[src/sv/dsts_pkg.sv]
// dsts_pkg: types, codes and constants of the disk sector transfer sequencer
// no dependencies; imported by dsts_cfg_if and by every module of the block
`default_nettype none

package dsts_pkg;

    // defaults for the top level parameters
    localparam int SECTORS_PER_BLOCK_DEF = 85;
    localparam int C1_ERR_SLOTS_DEF      = 4;

    // configuration port
    localparam int CFG_INDEX_W = 3;
    localparam int CFG_DATA_W  = 32;

    localparam logic [CFG_INDEX_W-1:0] REG_CMD_TYPE_INIT    = 3'd0;
    localparam logic [CFG_INDEX_W-1:0] REG_TRANSFER_MODE    = 3'd1;
    localparam logic [CFG_INDEX_W-1:0] REG_SECTOR_SIZE      = 3'd2;
    localparam logic [CFG_INDEX_W-1:0] REG_DRAM_BASE_BLOCK0 = 3'd3;
    localparam logic [CFG_INDEX_W-1:0] REG_DRAM_BASE_BLOCK1 = 3'd4;
    localparam logic [CFG_INDEX_W-1:0] REG_C2_ADDR_BLOCK0   = 3'd5;
    localparam logic [CFG_INDEX_W-1:0] REG_C2_ADDR_BLOCK1   = 3'd6;
    localparam logic [CFG_INDEX_W-1:0] REG_BM_CTL_SHADOW    = 3'd7;

    // request kinds
    localparam logic REQ_START = 1'b0;
    localparam logic REQ_EVENT = 1'b1;

    // command types
    localparam logic [1:0] CMD_READ    = 2'd0;
    localparam logic [1:0] CMD_WRITE   = 2'd1;
    localparam logic [1:0] CMD_DONE    = 2'd2;
    localparam logic [1:0] CMD_INVALID = 2'd3;

    // transfer modes with special handling
    localparam logic [1:0] MODE_TWO_BLOCK = 2'd2;
    localparam logic [1:0] MODE_SPECIAL   = 2'd3;

    // status codes
    localparam logic [2:0] ST_OK      = 3'd0;
    localparam logic [2:0] ST_RETRY   = 3'd1;
    localparam logic [2:0] ST_ECC     = 3'd2;
    localparam logic [2:0] ST_COUNT   = 3'd3;
    localparam logic [2:0] ST_BUS     = 3'd4;
    localparam logic [2:0] ST_BAD_CMD = 3'd5;

    // buffer manager actions
    localparam logic [1:0] BM_NONE  = 2'd0;
    localparam logic [1:0] BM_ACK   = 2'd1;
    localparam logic [1:0] BM_RESET = 2'd2;

    // drive status bits
    localparam logic [31:0] AS_ACK    = 32'h0200_0000;
    localparam logic [31:0] AS_DRVERR = 32'h0800_0000;
    localparam logic [31:0] AS_C2     = 32'h1000_0000;
    localparam logic [31:0] AS_DREQ   = 32'h4000_0000;

    // buffer manager C1 error bits
    localparam logic [31:0] BM_C1A = 32'h0020_0000;
    localparam logic [31:0] BM_C1B = 32'h0040_0000;
    localparam logic [31:0] BM_C1C = 32'h0200_0000;

    // slack between c1 error count and sector number in special mode
    localparam logic [7:0] C1_SECTOR_SLACK = 8'h11;

    typedef struct packed {
        logic [1:0]  cmd_type_init;
        logic [1:0]  transfer_mode;
        logic [15:0] sector_size;
        logic [31:0] dram_base_block0;
        logic [31:0] dram_base_block1;
        logic [31:0] c2_addr_block0;
        logic [31:0] c2_addr_block1;
    } cfg_regs_t;

    typedef struct packed {
        logic        req_type;
        logic        pi_error;
        logic [31:0] asic_status;
        logic [31:0] bm_status;
        logic        c2_nonzero;
        logic [7:0]  start_sector;
        logic        start_block;
    } item_t;

    typedef struct packed {
        logic [1:0]       cmd_type;
        logic [7:0]       sector_num;
        logic             block_num;
        logic [1:0][31:0] dram_ptr;
        logic [1:0][7:0]  c1_err_count;
    } state_t;

    typedef struct packed {
        logic        status_valid;
        logic [2:0]  status_code;
        logic        status_block;
        logic        handled;
        logic        dma_start;
        logic        dma_to_device;
        logic        dma_c2_buffer;
        logic [31:0] dma_dram_addr;
        logic [17:0] dma_length;
        logic [1:0]  bm_action;
        logic        post_event;
        logic        bus_clear_mask;
    } result_t;

endpackage

`default_nettype wire

[src/sv/dsts_event_logic.sv]
// dsts_event_logic: decision logic for one item, next transfer state and result
// depends on dsts_pkg; purely combinational, placed between the item and result registers
`default_nettype none

module dsts_event_logic import dsts_pkg::*;
#(
    parameter int SECTORS_PER_BLOCK = SECTORS_PER_BLOCK_DEF,
    parameter int C1_ERR_SLOTS      = C1_ERR_SLOTS_DEF
)
(
    input  state_t    state,
    input  cfg_regs_t regs,
    input  item_t     item,
    output state_t    state_next,
    output result_t   res
);

    localparam logic signed [9:0] SPB    = 10'(SECTORS_PER_BLOCK);
    localparam logic signed [9:0] SPB_M2 = 10'(SECTORS_PER_BLOCK - 2);
    localparam logic signed [9:0] SPB_P2 = 10'(SECTORS_PER_BLOCK + 2);
    localparam logic signed [9:0] SPB_X2 = 10'(2 * SECTORS_PER_BLOCK);
    localparam logic signed [9:0] SPB_X3 = 10'(3 * SECTORS_PER_BLOCK);
    localparam logic [7:0]        SLOTS  = 8'(C1_ERR_SLOTS);

    // error exit: reset pulse, post and bus clear
    function automatic result_t fail_res(input logic [2:0] code, input logic blk);
        result_t r;
        r                = '0;
        r.handled        = 1'b1;
        r.status_valid   = 1'b1;
        r.status_code    = code;
        r.status_block   = blk;
        r.bm_action      = BM_RESET;
        r.post_event     = 1'b1;
        r.bus_clear_mask = 1'b1;
        return r;
    endfunction

    logic              blk;
    logic [7:0]        cnt;
    logic [31:0]       ptr;
    logic [31:0]       ptr_step;
    logic [7:0]        sector_inc;
    logic signed [9:0] sect;
    logic signed [9:0] sect_inc;
    logic signed [9:0] s_new;
    logic signed [9:0] cnt_slack;
    logic signed [9:0] mode_target;
    logic              dreq;
    logic              c2_req;
    logic              c1err;
    logic              special;
    logic              c1_over;
    logic              post0;

    assign blk        = state.block_num;
    assign cnt        = state.c1_err_count[blk];
    assign ptr        = state.dram_ptr[blk];
    assign ptr_step   = ptr + {16'b0, regs.sector_size};
    assign sector_inc = state.sector_num + 8'd1;
    assign sect       = {{2{state.sector_num[7]}}, state.sector_num};
    assign sect_inc   = sect + 10'sd1;
    assign s_new      = {{2{sector_inc[7]}}, sector_inc};
    assign cnt_slack  = signed'({2'b00, cnt} + {2'b00, C1_SECTOR_SLACK});

    assign dreq    = (item.asic_status & AS_DREQ) != '0;
    assign c2_req  = (item.asic_status & AS_C2) != '0;
    assign c1err   = (((item.bm_status & BM_C1A) != '0) && ((item.bm_status & BM_C1B) != '0))
                     || ((item.bm_status & BM_C1C) != '0);
    assign special = regs.transfer_mode == MODE_SPECIAL;
    assign c1_over = (cnt >= SLOTS) && (!special || (sect >= SPB_M2));
    // start of block one in two-block mode closes block zero
    assign post0   = (sect == -10'sd1) && (regs.transfer_mode == MODE_TWO_BLOCK) && blk;

    always_comb
    begin
        case (regs.transfer_mode)
            2'd0:    mode_target = '0;
            2'd1:    mode_target = SPB;
            2'd2:    mode_target = SPB_X2;
            default: mode_target = SPB_X3;
        endcase
    end

    always_comb
    begin
        state_next  = state;
        res         = '0;
        res.handled = 1'b1;

        if (item.req_type == REQ_START)
        begin
            state_next.cmd_type     = regs.cmd_type_init;
            state_next.sector_num   = item.start_sector;
            state_next.block_num    = item.start_block;
            state_next.dram_ptr[0]  = regs.dram_base_block0;
            state_next.dram_ptr[1]  = regs.dram_base_block1;
            state_next.c1_err_count = '0;
            res.handled             = 1'b0;
        end
        else if (item.pi_error)
        begin
            res.status_valid = 1'b1;
            res.status_code  = ST_BUS;
            res.status_block = blk;
            res.post_event   = 1'b1;
        end
        else if ((item.asic_status & AS_ACK) != '0)
        begin
            res.bm_action    = BM_ACK;
            res.status_valid = 1'b1;
            res.status_code  = ST_OK;
            res.status_block = blk;
            res.handled      = 1'b0;
        end
        else if (state.cmd_type == CMD_DONE)
        begin
            // nothing left to do
        end
        else if ((item.asic_status & AS_DRVERR) != '0)
        begin
            res.status_valid   = 1'b1;
            res.status_code    = ST_RETRY;
            res.status_block   = blk;
            res.post_event     = 1'b1;
            res.bus_clear_mask = 1'b1;
        end
        else if (state.cmd_type == CMD_WRITE)
        begin
            if (!dreq)
            begin
                if (sect_inc != mode_target)
                begin
                    res = fail_res(ST_COUNT, blk);
                end
                else
                begin
                    res.bus_clear_mask = 1'b1;
                    res.status_valid   = 1'b1;
                    res.status_code    = ST_OK;
                    res.status_block   = blk;
                    res.post_event     = 1'b1;
                end
            end
            else
            begin
                state_next.dram_ptr[blk] = ptr_step;
                state_next.sector_num    = sector_inc;
                res.dma_start            = 1'b1;
                res.dma_to_device        = 1'b1;
                res.dma_dram_addr        = ptr_step;
                res.dma_length           = {2'b00, regs.sector_size};
            end
        end
        else if (state.cmd_type == CMD_READ)
        begin
            if (special && (cnt_slack < sect))
            begin
                res = fail_res(ST_OK, blk);
            end
            else if (special && !dreq)
            begin
                res = fail_res(ST_ECC, blk);
            end
            else
            begin
                if (!special)
                begin
                    state_next.dram_ptr[blk] = ptr_step;
                end
                if (c1err && c1_over)
                begin
                    res = fail_res(ST_ECC, blk);
                end
                else
                begin
                    if (c1err)
                    begin
                        state_next.c1_err_count[blk] = cnt + 8'd1;
                    end
                    if (c2_req)
                    begin
                        if (sect != SPB_P2)
                        begin
                            res = fail_res(ST_COUNT, blk);
                        end
                        else
                        begin
                            if ((regs.transfer_mode == MODE_TWO_BLOCK) && !blk)
                            begin
                                // move on to block one, first sector comes next
                                state_next.block_num   = 1'b1;
                                state_next.sector_num  = 8'hFF;
                                state_next.dram_ptr[1] = state.dram_ptr[1]
                                                         - {16'b0, regs.sector_size};
                                res.status_code        = ST_RETRY;
                            end
                            else
                            begin
                                res.bus_clear_mask  = 1'b1;
                                state_next.cmd_type = CMD_DONE;
                                res.status_code     = ST_OK;
                            end
                            res.status_valid  = 1'b1;
                            res.status_block  = blk;
                            res.dma_start     = 1'b1;
                            res.dma_c2_buffer = 1'b1;
                            res.dma_dram_addr = blk ? regs.c2_addr_block1
                                                    : regs.c2_addr_block0;
                            res.dma_length    = {regs.sector_size, 2'b00};
                        end
                    end
                    else if (post0 && (state.c1_err_count[0] == '0) && item.c2_nonzero)
                    begin
                        res = fail_res(ST_ECC, 1'b0);
                    end
                    else
                    begin
                        state_next.sector_num = sector_inc;
                        if (post0)
                        begin
                            res.status_valid = 1'b1;
                            res.status_code  = ST_OK;
                            res.status_block = 1'b0;
                            res.post_event   = 1'b1;
                        end
                        if (dreq)
                        begin
                            if (s_new >= SPB)
                            begin
                                res = fail_res(ST_COUNT, blk);
                            end
                            else
                            begin
                                res.dma_start     = 1'b1;
                                res.dma_dram_addr = special ? ptr : ptr_step;
                                res.dma_length    = {2'b00, regs.sector_size};
                                res.status_valid  = 1'b1;
                                res.status_code   = ST_OK;
                                res.status_block  = blk;
                            end
                        end
                        else if (s_new < SPB)
                        begin
                            res = fail_res(ST_COUNT, blk);
                        end
                    end
                end
            end
        end
        else
        begin
            res = fail_res(ST_BAD_CMD, blk);
        end
    end

endmodule

`default_nettype wire

[config.mk]
export PLATFORM = sky130hd
export DESIGN_NAME = dsts_event_logic
export DESIGN_NICKNAME = d
export VERILOG_FILES = /design/src/sv/dsts_pkg.sv /design/src/sv/dsts_event_logic.sv
export SDC_FILE = /design/constraint.sdc
export NUM_CORES = 1
export LEC_CHECK = 0
export BUFFER_PORTS_ARGS = -buffer_cell sky130_fd_sc_hd__buf_2
export CAP_MARGIN = 10
export CORE_AREA = 2 2 182 184
export DETAILED_ROUTE_END_ITERATION = 10
export DIE_AREA = 0 0 184 186
export MAX_ROUTING_LAYER = met4
export PLACE_DENSITY = 0.52
export SETUP_SLACK_MARGIN = 0.1
export SLEW_MARGIN = 10
export SYNTH_ARGS = -nofsm -noshare
export SYNTH_HDL_FRONTEND = slang
export SYNTH_SLANG_ARGS = --single-unit
export TNS_END_PERCENT = 10
[constraint.sdc]
create_clock -name vclk -period 12.73
set_clock_uncertainty 0.05 [all_clocks]
set_input_delay 1.9095 -clock vclk [all_inputs]
set_output_delay 1.9095 -clock vclk [all_outputs]
set_load 0.02 [all_outputs]
==> impl_metrics.tcl, run 1 <==
set metrics [dict create \
    grt_pass1_wl_um 82690 \
    design.die.area_um2 34220 \
    min_period_ns 9.956 \
    grt_max_degree 74 \
    drc 0 \
    wire_per_inst_um 26.58 \
    grt_usage_pct 33.41 \
    die_y_um 186 \
    wirelength_um 58620 \
    hold_viol_final 0 \
    syn_nets 1819 \
    yosysTopAreaCell "a21oi_1" \
    dp_hpwl_um 46840 \
    vias_per_cell 6.072 \
    ff_latch_area_um2 0 \
    avgSynthCellArea_um2 6.169 \
    overflow 0 \
    area_growth_pct 26.15 \
    place.gp.congestion 0.9940 \
    yosys_warnings 0 \
    maxSlewHeadroom_pct 13.10 \
    design.seq.count 0 \
    fin_crit_sh_pct 78.21 \
    layout_common_cells "buf_2, nor2_1, nand2_1" \
    start_kind "primary input" \
    ant_nets 0 \
    ys_seq_area_share_pct 0 \
    endpoint_kind "primary output" \
    ys_types 90 \
    ys_top_cells_by_area "a21oi_1, mux2i_1, nor2_1" \
    nNetsFinal 2153 \
    max_slew.worst_pin.slew_ns 1.283 \
    fmax_mhz 100.4 \
    drive_above_1_share_pct 28.42 \
    syn_area_um2 9000 \
    setup_tns_ns 0 \
    final_common_cell "buf_2" \
    grt_pass1_vias 12590 \
    cp.arrival_ns 8.00 \
    finalMaxSlewViolations 0 \
    drv_cap 0 \
    fin_ws_ns 2.774 \
    p_leak_nw 5.060 \
    initial_core_util_pct 27.94 \
    synth_top_area_share_pct 8.731 \
    postLayoutCoreUtil_pct 35.25 \
    worstSetupPathType "primary input to primary output" \
    vdd_drop_max_v 0.00001815 \
    hold_class "primary input to primary output" \
    num_vias 13390 \
    netlist_instances 1459 \
    cts_setup_buffers 0 \
    ios 469 \
    drt_first_pass_iters 6 \
    worstHoldPathCells 4 \
    fp-row-count 66 \
    holdWs_ns 4.098 \
    status "completed" \
    nClkBuffers 0 \
    crit_fanout 36 \
    ctsResizeCount 0 \
    drt_iter0_drc 1155 \
    setup_violations 0 \
    dp_slack_ns 2.920 \
    cts_hold_buffers 0 \
    numPortBuffers 412 \
    core-area_um2 32210 \
    antenna_found_initial 6 \
    power-per-cell-area_nw_per_um2 44.69 \
    rsz0062_at_grt "no" \
    required_ns 10.77 \
    die_w_um 184 \
]
[layer usage]
metal	vias to the layer above	part of all wire, %	global-route usage [%]
met5	-	0	-
met4	0	5.6	16.16
met3	141	7.2	3.307
met2	771	48	57.27
met1	6318	40	39.26
li1	6158	-	-
[worst paths after layout]
check                 start             end  slack [ns]
hold / removal     regs[80]  state_next[64]        4.10
setup / recovery  state[80]         res[16]        2.77
[synthesized netlist by cell type (7+ instances only)]
| cell | count |
|---|---|
| mux2i_1 | 71 |
| a211oi_1 | 25 |
| nand2_1 | 160 |
| and2_1 | 13 |
| and3_1 | 23 |
| a21oi_1 | 157 |
| nand3_1 | 27 |
| nor2b_1 | 9 |
| buf_2 | 23 |
| nand4_1 | 14 |
| or4_1 | 8 |
| nor3_1 | 36 |
| o221ai_1 | 9 |
| o31ai_1 | 12 |
| o21a_1 | 17 |
| o22ai_1 | 37 |
| a21o_1 | 21 |
| a211o_1 | 9 |
| o21ai_0 | 84 |
| or2_2 | 8 |
| or3_1 | 10 |
| o311ai_0 | 7 |
| o211ai_1 | 17 |
| nand2b_1 | 15 |
| xnor2_1 | 38 |
| nor2_1 | 185 |
| clkbuf_1 | 73 |
| a22oi_1 | 8 |
| o21ai_1 | 10 |
| a31oi_1 | 31 |
| xor2_1 | 22 |
| ha_1 | 43 |
| a221oi_1 | 12 |
| mux2_2 | 30 |
| nor4_1 | 15 |
| inv_1 | 49 |
[power by group]
part              internal [W]  leakage [nW]        total (W)  switching, W
clock          0.0000000000630     0.0000380  0.0000000000631             0
combinational         0.000171          5.06         0.000507      0.000337
sequential                   0             0                0             0
total                 0.000171          5.06         0.000507      0.000337
[area by class of cell]
class | count | area (um2)
fillers | 3683 | 20850
multi-input cells | 1301 | 8363
repair buffers | 440 | 2277
well taps | 408 | 510.5
inverters | 50 | 187.7
diodes | 6 | 15.01
[worst max-delay path, cell delays in order]
cell,delay (ns)
buf_4,0.45
mux2i_1,0.23
inv_1,0.10
ha_1,0.21
nand4_1,0.16
and3_1,0.25
nor2_1,0.27
inv_1,0.08
ha_1,0.30
a21o_1,0.13
a211oi_1,0.08
a211oi_1,0.41
o21a_1,0.19
buf_4,0.30
nand2_1,0.22
nor2_1,0.93
nand2_1,1.03
o22ai_1,0.50
buf_2,0.23
[kinds of logic after synthesis]
group / count (synthesis) / share of synthesized area, %
simple gates: 551 / 28.81
fa+ha+maj: 45 / 6.423
mux: 102 / 11.80
xor+xnor: 60 / 5.839
buf+inv: 158 / 7.368
compound gates: 543 / 39.76
[metrics by stage]
step           area, um2  std cells  total power [W]
2_1_floorplan       9000       1459        0.0002961
3_3_place_gp       11340       2199        0.0004959
3_5_place_dp       11340       2199        0.0004965
4_1_cts            11340       2199        0.0004984
5_1_grt            11350       2205        0.0005397
6_report           11350       2205        0.0005074
(Power assumes the default switching activity.)
==> run 2, diff against run 1 <==
--- a/config.mk
+++ b/config.mk
@@ -5,13 +5,14 @@
 export SDC_FILE = /design/constraint.sdc
 export NUM_CORES = 1
 export LEC_CHECK = 0
+export ABC_AREA = 1
 export BUFFER_PORTS_ARGS = -buffer_cell sky130_fd_sc_hd__buf_2
 export CAP_MARGIN = 10
-export CORE_AREA = 2 2 182 184
+export CORE_MARGIN = 1
+export CORE_UTILIZATION = 30
 export DETAILED_ROUTE_END_ITERATION = 10
-export DIE_AREA = 0 0 184 186
 export MAX_ROUTING_LAYER = met4
-export PLACE_DENSITY = 0.52
+export PLACE_DENSITY = 0.53
 export SETUP_SLACK_MARGIN = 0.1
 export SLEW_MARGIN = 10
 export SYNTH_ARGS = -nofsm -noshare
==> constraint.sdc (replaced) <==
create_clock -name vclk -period 10.3
set_clock_uncertainty 0.05 [all_clocks]
set_input_delay 1.545 -clock vclk [all_inputs]
set_output_delay 1.545 -clock vclk [all_outputs]
set_load 0.02 [all_outputs]
==> run 2 against run 1 <==
Net effect: worst hold slack lost 0.75 ns; final cell count rose by 42%; design area rose by 18%; via count is 28% higher; area after synthesis rose by 23%; critical path depth increased by 1.
==> impl_metrics.tcl, run 2 <==
set metrics [dict create \
    status "completed" \
    yosys_warnings 0 \
    design.seq.count 0 \
    netSwitchingPower_w 0.0004841 \
    worstHoldPathCells 4 \
    setup_violations 0 \
    overflow 0 \
    drive_above_1_share_pct 18.23 \
    numPortBuffers 412 \
    antenna_found_initial 5 \
    nNetsFinal 3022 \
    crit_fanout 54 \
    switching_share_pct 69.43 \
    cts_hold_buffers 0 \
    synth-simple-area-share_pct 49.18 \
    yosys-top-cells-count "nand2_1, inv_1, a21oi_1" \
    drc 0 \
    start_kind "primary input" \
    design.die.area_um2 37530 \
    max_slew.worst_pin.slew_ns 1.071 \
    required_ns 8.71 \
    critical-path-max-stage-delay_ns 0.60 \
    ant_nets 0 \
    fmax_mhz 123.3 \
    grt_pass1_wl_um 97750 \
    wirelength_um 65730 \
    holdPathEnd "state_next[62]" \
    seq_power_share_pct 0 \
    min_period_ns 8.113 \
    die_y_um 193.7 \
    num_vias 17190 \
    core-area_um2 35830 \
    area_growth_pct 21.32 \
    worst_path_max_delay_cell "a21oi_1" \
    p_total_w 0.0006973 \
    fin_crit_sh_pct 78.77 \
    nFillCells 4314 \
    vdd_drop_max_v 0.00002668 \
    ff_latch_area_um2 0 \
    p_leak_nw 7.433 \
    synth_top_family_by_area "simple AND/OR/NAND/NOR gates" \
    synth_fa_ha_area_share_pct 5.242 \
    drv_cap 0 \
    grt_max_degree 82 \
    fin_ws_ns 2.187 \
    wire_per_inst_um 21.01 \
    syn_nets 2702 \
    final_common_cell "nand2_1" \
    cp_cell_sequence "buf_4, clkinv_2, or2_2, o21a_1, ha_1, xor2_1, inv_1, ha_1, nand4_1, o21ai_0, nand2_1, nand2_1, nand2_2, nor2_8, nand2_1, buf_4, a21oi_1, a21oi_1, a21oi_1, buf_2" \
    ys_types 50 \
    syn_area_um2 11030 \
    avgSynthCellArea_um2 4.709 \
    grt_pass1_vias 16190 \
    maxSlewHeadroom_pct 28.09 \
    ys_top_cells_by_area "nand2_1, a21oi_1, nand3_1" \
    cp.arrival_ns 6.52 \
    yosysTopAreaCell "nand2_1" \
    die_w_um 193.7 \
    hold_start "regs[78]" \
    finalMaxSlewViolations 0 \
    synth_top_area_share_pct 28.56 \
    synth_xor_area_share_pct 2.541 \
    drt_first_pass_iters 6 \
    netlist_instances 2342 \
    fp-row-count 69 \
    initial_core_util_pct 30.78 \
    ctsResizeCount 0 \
    synth-compound-area-share_pct 27.69 \
    synth.mux.area_fraction_pct 1.725 \
    place.gp.congestion 0.9952 \
    vias_per_cell 5.496 \
    layout_common_cells "nand2_1, buf_2, inv_1" \
    synth.most_common_cell "nand2_1" \
    dp_hpwl_um 51680 \
    combPwrFrac_pct 100.0 \
    nClkBuffers 0 \
    p_clk_share_pct 0 \
    internal_power_w 0.0002132 \
    endpoint_kind "primary output" \
    rsz0062_at_grt "no" \
    drt_iter0_drc 1437 \
    dp_slack_ns 2.356 \
    ios 469 \
    worstSetupPathType "primary input to primary output" \
    grt_usage_pct 34.66 \
    power-per-cell-area_nw_per_um2 52.12 \
    hold_class "primary input to primary output" \
    setup_tns_ns 0 \
    hold_viol_final 0 \
    cts_setup_buffers 0 \
    ys_seq_area_share_pct 0 \
]
==> run 2: layout make-up <==
type	count	area (um2)	area share (%)
Timing Repair Buffer	439	2267	16.95
Inverter	259	975.9	7.294
Multi-Input combinational cell	1962	9542	71.32
Antenna cell	7	17.52	0.1309
Tap cell	461	576.8	4.311
==> run 2: power by group through the flow <==
stage | registers, W | logic, W | clock network [W]
floorplan | 0 | 0.000421 | 0
global placement | 0 | 0.000681 | 0
detailed placement | 0 | 0.000685 | 0
CTS | 0 | 0.000688 | 0
global route | 0 | 0.000762 | 0.0000000000466
finish | 0 | 0.000697 | 0.0000000000722
==> run 2: kinds of logic after synthesis <==
family	count (synthesis)
AOI/OAI and AO/OA	546
xor gates and xnor gates	32
adders and majority gates	45
buffers and inverters	380
muxes	19
and+or+nand+nor	1320
==> run 2: routing by layer <==
| layer | vias to the layer above | wire length, um | track usage (%) | share of wire, % |
|---|---|---|---|---|
| met3 | 171 | 4695 | 3.670 | 7.1 |
| met2 | 917 | 31030 | 59.75 | 47 |
| met5 | - | 0 | - | 0 |
| met4 | 0 | 3912 | 16.83 | 6.0 |
| met1 | 7743 | 26100 | 39.98 | 40 |
| li1 | 8359 | - | - | - |
==> run 2: worst max path at each step <==
stage,from,to,slack [ns],cells after the start
after CTS,state[80],res[37],2.35,20
after detailed placement,state[80],res[37],2.36,20
after floorplan,state[80],res[42],3.94,19
after global placement,state[80],res[37],2.32,23
final,state[80],res[37],2.19,20
after global routing,state[80],res[37],1.97,23
==> run 2: critical path: cells and delay by family <==
| kind | cells | cell delay, ns |
|---|---|---|
| buffers and inverters | 5 | 1.45 |
| and+or+nand+nor | 7 | 1.37 |
| AOI/OAI and AO/OA | 5 | 1.29 |
| adders and majority gates | 2 | 0.50 |
| xor gates and xnor gates | 1 | 0.32 |
==> run 2: per-stage QoR <==
stage               std cells  utilization (%)  hold slack [ns]  area, um2
floorplan                2342                -            3.169      11030
global placement         3121            37.29            3.346      13360
detailed placement       3121            37.29            3.353      13360
CTS                      3121            37.29            3.353      13360
global route             3126            37.33            3.367      13370
finish                   3128            37.34            3.351      13380
